$ cat config.mk
export PLATFORM = sky130hd
export DESIGN_NAME = gsws_popcnt
export DESIGN_NICKNAME = d
export VERILOG_FILES = /design/src/hdl/gf2_shear_weight_scorer_defines.svh /design/src/hdl/gsws_pkg.sv /design/src/hdl/gsws_popcnt.sv
export SDC_FILE = /design/constraint.sdc
export NUM_CORES = 1
export LEC_CHECK = 0
export BUFFER_PORTS_ARGS = -buffer_cell sky130_fd_sc_hd__buf_2
export CAP_MARGIN = 20
export CORE_MARGIN = 2
export CORE_UTILIZATION = 53
export DETAILED_ROUTE_END_ITERATION = 6
export PLACE_DENSITY = 0.95
export RECOVER_POWER = 25
export SLEW_MARGIN = 20
export SYNTH_ARGS = -nofsm -noshare
export SYNTH_HDL_FRONTEND = slang
export SYNTH_SLANG_ARGS = --single-unit
$ cat constraint.sdc
create_clock -name vclk -period 11.9
set_input_delay 2.38 -clock vclk [all_inputs]
set_output_delay 2.38 -clock vclk [all_outputs]
set_load 0.02 [all_outputs]
$ cat src/hdl/gf2_shear_weight_scorer_defines.svh
// Assertion macros used by the RTL of the shear weight scorer.
`ifndef GF2_SHEAR_WEIGHT_SCORER_DEFINES_SVH
`define GF2_SHEAR_WEIGHT_SCORER_DEFINES_SVH

// The consequent must hold in the same cycle as the antecedent.
`define GSWS_ASSERT_NOW(label, clk, rst_n, ante, cons) \
    label: assert property (@(posedge clk) disable iff (!rst_n) (ante) |-> (cons)) \
        else $error("assertion failed: same-cycle implication");

// The consequent must hold in the cycle after the antecedent.
`define GSWS_ASSERT_NEXT(label, clk, rst_n, ante, cons) \
    label: assert property (@(posedge clk) disable iff (!rst_n) (ante) |=> (cons)) \
        else $error("assertion failed: next-cycle implication");

`endif

$ cat src/hdl/gsws_pkg.sv
`default_nettype none

package gsws_pkg;

    localparam int MatN        = 32;
    localparam int IdxW        = 5;
    localparam int RowW        = 32;
    localparam int WgtW        = 6;
    localparam int ShiftA      = 13;
    localparam int ShiftB      = 17;
    localparam int ShiftC      = 5;
    localparam int WeightLimit = 4;
    localparam int ScoreRows   = 3 * MatN;
    localparam int CntW        = 7;
    localparam int InTdataW    = 16;
    localparam int OutTdataW   = 48;

    localparam logic FUNC_GUARDED   = 1'b0;
    localparam logic FUNC_UNGUARDED = 1'b1;

    typedef enum logic [2:0] {
        ST_IDLE,
        ST_SHEAR,
        ST_SCORE,
        ST_DRAIN,
        ST_FINISH
    } t_state;

    function automatic logic [RowW-1:0] step_map(input logic [RowW-1:0] v);
        logic [RowW-1:0] x;
        x = v;
        x = x ^ (x >> ShiftA);
        x = x ^ (x << ShiftB);
        x = x ^ (x >> ShiftC);
        return x;
    endfunction

    // Row t of the xorshift transition matrix: bit s is bit t of the map of 1 << s.
    function automatic logic [RowW-1:0] xs_row(input int t);
        logic [RowW-1:0] row;
        logic [RowW-1:0] img;
        row = '0;
        for (int s = 0; s < MatN; s++) begin
            img    = step_map(RowW'(1) << s);
            row[s] = img[t];
        end
        return row;
    endfunction

endpackage

`default_nettype wire

$ cat src/hdl/gsws_popcnt.sv
`default_nettype none

module gsws_popcnt (
    input  logic [gsws_pkg::RowW-1:0] i_word,
    output logic [gsws_pkg::WgtW-1:0] o_count
);
    import gsws_pkg::*;

    localparam int Bytes = RowW / 8;

    logic [3:0] w_byte_cnt [Bytes];

    always_comb begin
        for (int b = 0; b < Bytes; b++) begin
            w_byte_cnt[b] = '0;
            for (int k = 0; k < 8; k++) begin
                w_byte_cnt[b] = w_byte_cnt[b] + 4'(i_word[8*b+k]);
            end
        end
    end

    assign o_count = (WgtW'(w_byte_cnt[0]) + WgtW'(w_byte_cnt[1]))
                   + (WgtW'(w_byte_cnt[2]) + WgtW'(w_byte_cnt[3]));

endmodule

`default_nettype wire

-- Word level (Yosys, flattened, before mapping)
Cells that the tools add are included.
- input bits: 32
- word-level logic and storage cells: 31
- bits in registers: 0
- output and inout bits: 6
- add/subtract/negate cells: 31
- operator list (kind ; number):
    $add A4 B1 Y4 ; 16
    $add A3 B1 Y4 ; 4
    $add A2 B1 Y3 ; 4
    $add A4 B4 Y5 ; 2
    $add A1 B1 Y2 ; 4
    $add A5 B5 Y6 ; 1

-- Depth between registers and ports, before layout
Gate-level depths: netlist of run 1.
- depth after elaboration: 9
- gate-level depth with buffers: 16
- gate-level depth less buffers: 16

-- Worst setup path before layout of run 1
Ideal clock, no wire load.
- kind: input -> output
- start point: input i_word[0] (netlist name)
- end point: output o_count[4] (netlist name)
- required time: 9520 ps
- arrival: 6679 ps
- path slack: 2841 ps
- path buffers: 0
- stages: 16
- path through: inv_1 fa_1 inv_1 fa_1 fa_1 fa_1 fa_1 inv_1 fa_1 inv_1 ha_1 inv_1 fa_1 nand2b_1 a21oi_2 xor2_1
- cells in the longest elaborated chain, start to end: 9
- ends and longest elaborated chain (item ; line ; source):
    start, declared ; gsws_popcnt.sv:4 ; input logic [gsws_pkg::RowW-1:0] i_word,
    $add A1 B1 Y2 ; gsws_popcnt.sv:17 ; w_byte_cnt[b] = w_byte_cnt[b] + 4'(i_word[8*b+k]);
    $add A2 B1 Y3 ; gsws_popcnt.sv:17 ;
    $add A3 B1 Y4 ; gsws_popcnt.sv:17 ;
    $add A4 B1 Y4 (4 in a row) ; gsws_popcnt.sv:17 ;
    $add A4 B4 Y5 ; gsws_popcnt.sv:22 ; assign o_count = (WgtW'(w_byte_cnt[0]) + WgtW'(w_byte_cnt[1]))
    $add A5 B5 Y6 ; gsws_popcnt.sv:23 ; + (WgtW'(w_byte_cnt[2]) + WgtW'(w_byte_cnt[3]));
    end, declared ; gsws_popcnt.sv:5 ; output logic [gsws_pkg::WgtW-1:0] o_count
Every way passes these cells.

-- Worst setup path in the final report of run 1
Ends and elaborated chain as after synthesis.

==> run metrics, run 1 <==
run status finished clean; mux cell area share after synthesis 0%; Worst Tran Pin Value 0.249 ns; vias in the first global route 642; layout cell share with drive strength beyond 1 35.1%; Iteration-0 DRC Markers 3; # setup viols final 0; Crit Path Category in2out; CP max FO 2; fin nets 176; type of origin of the critical path primary input; cell count after synthesis 73; DRC 0; most numerous cell in the Yosys netlist inv_1; final setup TNS 0 ns; synth top area cells fa_1, inv_1, ha_1; Worst slew margin 83.4%; Cell Area, Synth 758 um^2; number of port buffers 38; first-pass GRT wire length 2.59 mm; WHS Path Cells 3; Buf/Inv on CP 7; Top-Level Pins 38; max_cap viols 0; met1 usage 18.0%; Netlist cell types 11; TritonRoute pass-1 iters 4; Hold Vio Cnt, Final 0; GRT busiest layer met2; Worst Hold End o_count[0]; initial antenna violation count 0; setup bufs post-CTS 0; net count after synthesis 136; Crit. End Element output pin; Hold WS 5.18 ns; Slew Viols, Final 0; gr ovfl total 0; largest net degree at the start of global routing 4; Area Growth Syn to Fin 27.4%; Final min period 9.31 ns; crit share post-route 78.2%; most frequent CP cell fa_1; Post-Syn Area per Cell 10.4 um^2; Hold Startpoint i_word[2]; DR WL/cell 11.8 um; RSZ-0062 raised after global routing false; hold_buf cts 0; Antenna Violating Nets Remaining 0; synth cell count leaders inv_1, fa_1, ha_1; die height 41.8 um; WP data required 9.52 ns; met2 Track Usage GR 44.4%; die area 1750 um^2; Worst Path Arrival 6.93 ns; slowest stage delay, CP 0.54 ns; Synth Area in XOR/XNOR 3.47%; met3 usage 1.74%; All-Layer GR Usage 19.5%; Final Wtd Congestion 0.716; Via density 4.61; sequential share of the synthesized area 0%; Core ar. 1320 um^2; DIE WIDTH 41.8 um; Routed WL 1.48 mm; min-delay worst type in2out; Top Family by Delay on Critical Path adder cells; Ys Warns 0; Fmax achieved 107 MHz; compound-cell area share of the yosys netlist 3.96%; DPL Wire Length 1.48 mm; adder-cell area share of the yosys netlist 74.9%; critical path's slowest cell fa_1; FFs & Latches 0; Initial Util 57.5%; Register Area 0 um^2; n_diodes 0; simple-gate share of the synthesized area 2.81%; row count 13; area leader, netlist fa_1; via count 581; largest family of logic cells by synthesized area adder cells; crit path cell chain buf_2 > inv_1 > fa_1 > inv_1 > fa_1 > fa_1 > fa_1 > fa_1 > inv_1 > fa_1 > inv_1 > ha_1 > inv_1 > fa_1 > nand2b_1 > a21oi_2 > xor2_1 > buf_2; # resized after CTS 0; Layout clock buffers 0; Synth top area share 63.4%
[metrics by stage]
stage | setup WS (ns) | area (um^2) | std cells | util [%]
2_1_floorplan | 2.84 | 758 | 73 | -
3_3_place_gp | 2.71 | 967 | 126 | 73.4
3_5_place_dp | 2.57 | 967 | 126 | 73.4
4_1_cts | 2.56 | 967 | 126 | 73.4
5_1_grt | 2.40 | 966 | 126 | 73.3
6_report | 2.59 | 966 | 126 | 73.3
[cell families after synthesis]
logic type	count (synthesis)
AOI/OAI and AO/OA	4
xor gates and xnor gates	3
adders and majority gates	31
and+or+nand+nor	5
buffers and inverters	30
[routing by layer]
layer  part of all wire (%)  wire (um)
met1                     27        400
met4                    1.3         19
met5                      0          0
met2                     66        972
met3                    6.1         90
[cells in the final DEF, fill, tap and decap left out]
cell type and count:
xnor2_1 2, a21o_1 1, clkbuf_1 1, a21oi_2 2, ha_1 7, o21ai_0 1, nand2b_1 1, buf_2 37
nand2_1 2, nor2_1 2, xor2_1 1, inv_1 30, fa_1 24
[area by class of cell]
type                            instances  area (um^2)
Fill cell                              99          352
Inverter                               30          113
Multi-Input combinational cell         43          646
Tap cell                               15         18.8
Timing Repair Buffer                   38          189
[tightest hold or removal path, stage by stage]
cell	delay [ns]
buf_2	0.08
ha_1	0.12
clkbuf_1	0.22
[worst max-delay path by stage]
stage,from,endpoint,cells past startpoint
3_5_place_dp,i_word[0],o_count[4],18
4_1_cts,i_word[0],o_count[4],18
5_1_grt,i_word[0],o_count[4],18
3_3_place_gp,i_word[0],o_count[4],18
6_report,i_word[0],o_count[4],18
2_1_floorplan,i_word[0],o_count[4],16
Power of run 1 is not shown: default switching activity piles up to over one toggle a cycle in this logic, so the estimate is an artifact.
==> inputs of run 2 (changes only) <==
--- a/config.mk
+++ b/config.mk
@@ -8,9 +8,9 @@
 export BUFFER_PORTS_ARGS = -buffer_cell sky130_fd_sc_hd__buf_2
 export CAP_MARGIN = 20
 export CORE_MARGIN = 2
-export CORE_UTILIZATION = 53
+export CORE_UTILIZATION = 44
 export DETAILED_ROUTE_END_ITERATION = 6
-export PLACE_DENSITY = 0.95
+export PLACE_DENSITY = 0.9
 export RECOVER_POWER = 25
 export SLEW_MARGIN = 20
 export SYNTH_ARGS = -nofsm -noshare
==> constraint.sdc (replaced) <==
create_clock -name vclk -period 8
set_input_delay 1.6 -clock vclk [all_inputs]
set_output_delay 1.6 -clock vclk [all_outputs]
set_load 0.02 [all_outputs]
==> run 2 against run 1 <==
- sequential share of layout area unchanged
- utilization down 11 points
- critical endpoint unchanged
- via count shrank 2.8%
==> run metrics, run 2 (synthesis gave the netlist of run 1 again) <==
gr ovfl total 0; FILL cells 140; fin nets 176; # setup viols final 0; Top-Level Pins 38; Routed WL 1.15 mm; Register Area 0 um^2; Via density 4.45; min-delay worst type in2out; DRC 0; worst setup path end o_count[4]; CP max FO 2; row count 14; Final min period 7.63 ns; initial antenna violation count 0; TritonRoute pass-1 iters 2; die area 2070 um^2; first-pass GRT wire length 1.94 mm; Initial Util 48.6%; Core ar. 1560 um^2; Crit Path Category in2out; max_cap viols 0; run status finished clean; commonest non-fill, non-tap cell in the layout buf_2; DIE WIDTH 45.5 um; Fmax achieved 131 MHz; Worst Path Arrival 6.03 ns; Worst Tran Pin Value 0.247 ns; die height 45.5 um; Hold Vio Cnt, Final 0; DR WL/cell 9.09 um; Slew Viols, Final 0; setup bufs post-CTS 0; Worst slew margin 83.6%; largest net degree at the start of global routing 4; hold_buf cts 0; # resized after CTS 0; FFs & Latches 0; Placement Cell Area 968 um^2; All-Layer GR Usage 12.4%; DPL Wire Length 1.22 mm; Final Wtd Congestion 0.713; Layout clock buffers 0; vias in the first global route 562; Iteration-0 DRC Markers 3; crit share post-route 95.4%; Area Growth Syn to Fin 27.6%; Setup crit start i_word[0]; Finished Cell Area 967 um^2; type of origin of the critical path primary input; RSZ-0062 raised after global routing false; Crit. End Element output pin; via count 565; number of port buffers 38; n_diodes 0; Antenna Violating Nets Remaining 0; commonest cells after routing, fill and taps aside buf_2, inv_1, fa_1; final setup TNS 0 ns; WP data required 6.40 ns; layout cell share with drive strength beyond 1 35.1%
run 2: cell counts in the layout (fill, tap and decap cells not counted):
No cell type changed its count.
run 2: how the worst min path moves through the flow:
stage / start / to / slack (ns) / depth (start not counted)
detailed placement: i_word[2] / o_count[0] / 3.55 / 3
finish: i_word[2] / o_count[0] / 3.62 / 3
global placement: i_word[2] / o_count[0] / 3.54 / 3
floorplan: i_word[2] / o_count[0] / 3.41 / 1
global route: i_word[2] / o_count[0] / 3.67 / 3
CTS: i_word[2] / o_count[0] / 3.55 / 3
run 2: worst max-delay path, cell delays in order:
cell and delay (ns):
buf_2 0.07, inv_1 0.04, fa_1 0.53, inv_1 0.05, fa_1 0.48, fa_1 0.55
fa_1 0.44, fa_1 0.51, inv_1 0.05, fa_1 0.42, inv_1 0.06, ha_1 0.16
inv_1 0.05, fa_1 0.38, nand2b_1 0.17, a21oi_2 0.13, xor2_1 0.14, buf_2 0.18
run 2: area by class of cell:
type                            count  area, um^2  share of cell area (%)
Inverter                           30         113                    11.6
Timing Repair Buffer               38         189                    19.5
Tap cell                           16        20.0                    2.07
Multi-Input combinational cell     43         646                    66.8
run 2: through the flow:
step / utilization [%] / hold WS [ns] / cells / setup slack (ns)
floorplan: - / 3.41 / 73 / 0.501
global placement: 62.1 / 3.54 / 127 / 0.400
detailed placement: 62.1 / 3.55 / 127 / 0.331
CTS: 62.1 / 3.55 / 127 / 0.314
global route: 62.0 / 3.67 / 127 / 0.164
finish: 62.0 / 3.62 / 127 / 0.366
run 2: per-layer routing:
| metal | vias up | GRT usage [%] | routed length (um) |
|---|---|---|---|
| li1 | 277 | - | - |
| met1 | 264 | 13.9 | 366 |
| met2 | 24 | 26.2 | 690 |
| met3 | 0 | 0.794 | 97 |
| met4 | 0 | 0 | 0 |
| met5 | - | 0 | 0 |
Power of run 2 is left out for the same reason.
==> inputs of run 3 (changes only) <==
--- a/config.mk
+++ b/config.mk
@@ -10,9 +10,12 @@
 export CORE_MARGIN = 2
 export CORE_UTILIZATION = 44
 export DETAILED_ROUTE_END_ITERATION = 6
+export GPL_TIMING_DRIVEN = 0
 export PLACE_DENSITY = 0.9
 export RECOVER_POWER = 25
+export SKIP_LAST_GASP = 1
 export SLEW_MARGIN = 20
 export SYNTH_ARGS = -nofsm -noshare
 export SYNTH_HDL_FRONTEND = slang
 export SYNTH_SLANG_ARGS = --single-unit
+export TNS_END_PERCENT = 100
==> run 3 against run 2 <==
- routed wire length is 23% higher
- flip-flop and latch count did not move
- first-iteration DRC count down 67%
- critical path type unchanged
- global-route usage rose by 3.4 points
- design area unchanged
- critical path depth unchanged
- cell count is the same
- non-clock buffer count stayed put
- die area stayed put
- hold slack got worse by 0.0056 ns
==> run metrics, run 3 (synthesis gave the netlist of run 1 again) <==
run status finished clean; WHS Path Cells 3; Iteration-0 DRC Markers 1; met3 usage 1.19%; Final min period 7.75 ns; setup bufs post-CTS 0; number of port buffers 38; first-pass GRT wire length 2.34 mm; Worst Tran Pin Value 0.252 ns; Top-Level Pins 38; Worst slew margin 83.3%; Antenna Violating Nets Remaining 0; vias in the first global route 622; layout cell share with drive strength beyond 1 35.1%; DPL Wire Length 1.47 mm; Fmax achieved 129 MHz; DR WL/cell 11.1 um; type of origin of the critical path primary input; commonest non-fill, non-tap cell in the layout buf_2; gr ovfl total 0; Register Area 0 um^2; Area Growth Syn to Fin 27.6%; fin nets 176; crit share post-route 96.8%; Crit. End Element output pin; GRT busiest layer met2; # resized after CTS 0; via count 578; met2 Track Usage GR 37.2%; largest net degree at the start of global routing 4; TritonRoute pass-1 iters 2; commonest cells after routing, fill and taps aside buf_2, inv_1, fa_1; Final Wtd Congestion 0.736; WP data required 6.40 ns; Initial Util 48.6%; Routed WL 1.42 mm; n_diodes 0; hold_buf cts 0; Core ar. 1560 um^2; RSZ-0062 raised after global routing false; met1 usage 14.2%; Worst Path Arrival 6.15 ns; max_cap viols 0; Slew Viols, Final 0; die area 2070 um^2; DRC 0; die height 45.5 um; Via density 4.55; All-Layer GR Usage 15.9%; Hold Vio Cnt, Final 0; FILL cells 147; Crit Path Category in2out; CP max FO 2; min-delay worst type in2out; Layout clock buffers 0; initial antenna violation count 0; row count 14; FFs & Latches 0; DIE WIDTH 45.5 um; final setup TNS 0 ns; # setup viols final 0
[run 3: critical path: stages]
cell and delay, ns:
buf_2 0.07, inv_1 0.04, fa_1 0.52, inv_1 0.05, fa_1 0.49, fa_1 0.57
fa_1 0.44, fa_1 0.53, inv_1 0.06, fa_1 0.42, inv_1 0.06, ha_1 0.17
inv_1 0.06, fa_1 0.39, nand2b_1 0.18, a21oi_2 0.13, xor2_1 0.17, buf_2 0.19
[run 3: cell type report]
| cell class | count | area [um^2] | area share, % |
|---|---|---|---|
| Multi-Input combinational cell | 43 | 646 | 66.8 |
| Tap cell | 16 | 20.0 | 2.07 |
| Timing Repair Buffer | 38 | 189 | 19.5 |
| Inverter | 30 | 113 | 11.6 |
[run 3: path summary, 6_finish.rpt]
check | slack (ns) | from | to
hold / removal | 3.62 | i_word[2] | o_count[0]
setup / recovery | 0.25 | i_word[0] | o_count[4]
[run 3: through the flow]
stage | cells | util, % | worst slack (ns) | hold slack [ns] | cell area (um^2)
after floorplan | 73 | - | 0.501 | 3.41 | 758
after global placement | 127 | 62.1 | 0.367 | 3.54 | 968
after detailed placement | 127 | 62.1 | 0.224 | 3.54 | 968
after CTS | 127 | 62.1 | 0.219 | 3.54 | 968
after global routing | 127 | 62.0 | 0.00921 | 3.65 | 967
final | 127 | 62.0 | 0.254 | 3.62 | 967
[run 3: per-layer routing]
metal / wire length (um) / part of all wire (%)
met1: 389 / 27
met2: 915 / 65
met3: 110 / 7.8
met4: 0 / 0
met5: 0 / 0
Power of run 3 is left out for the same reason.
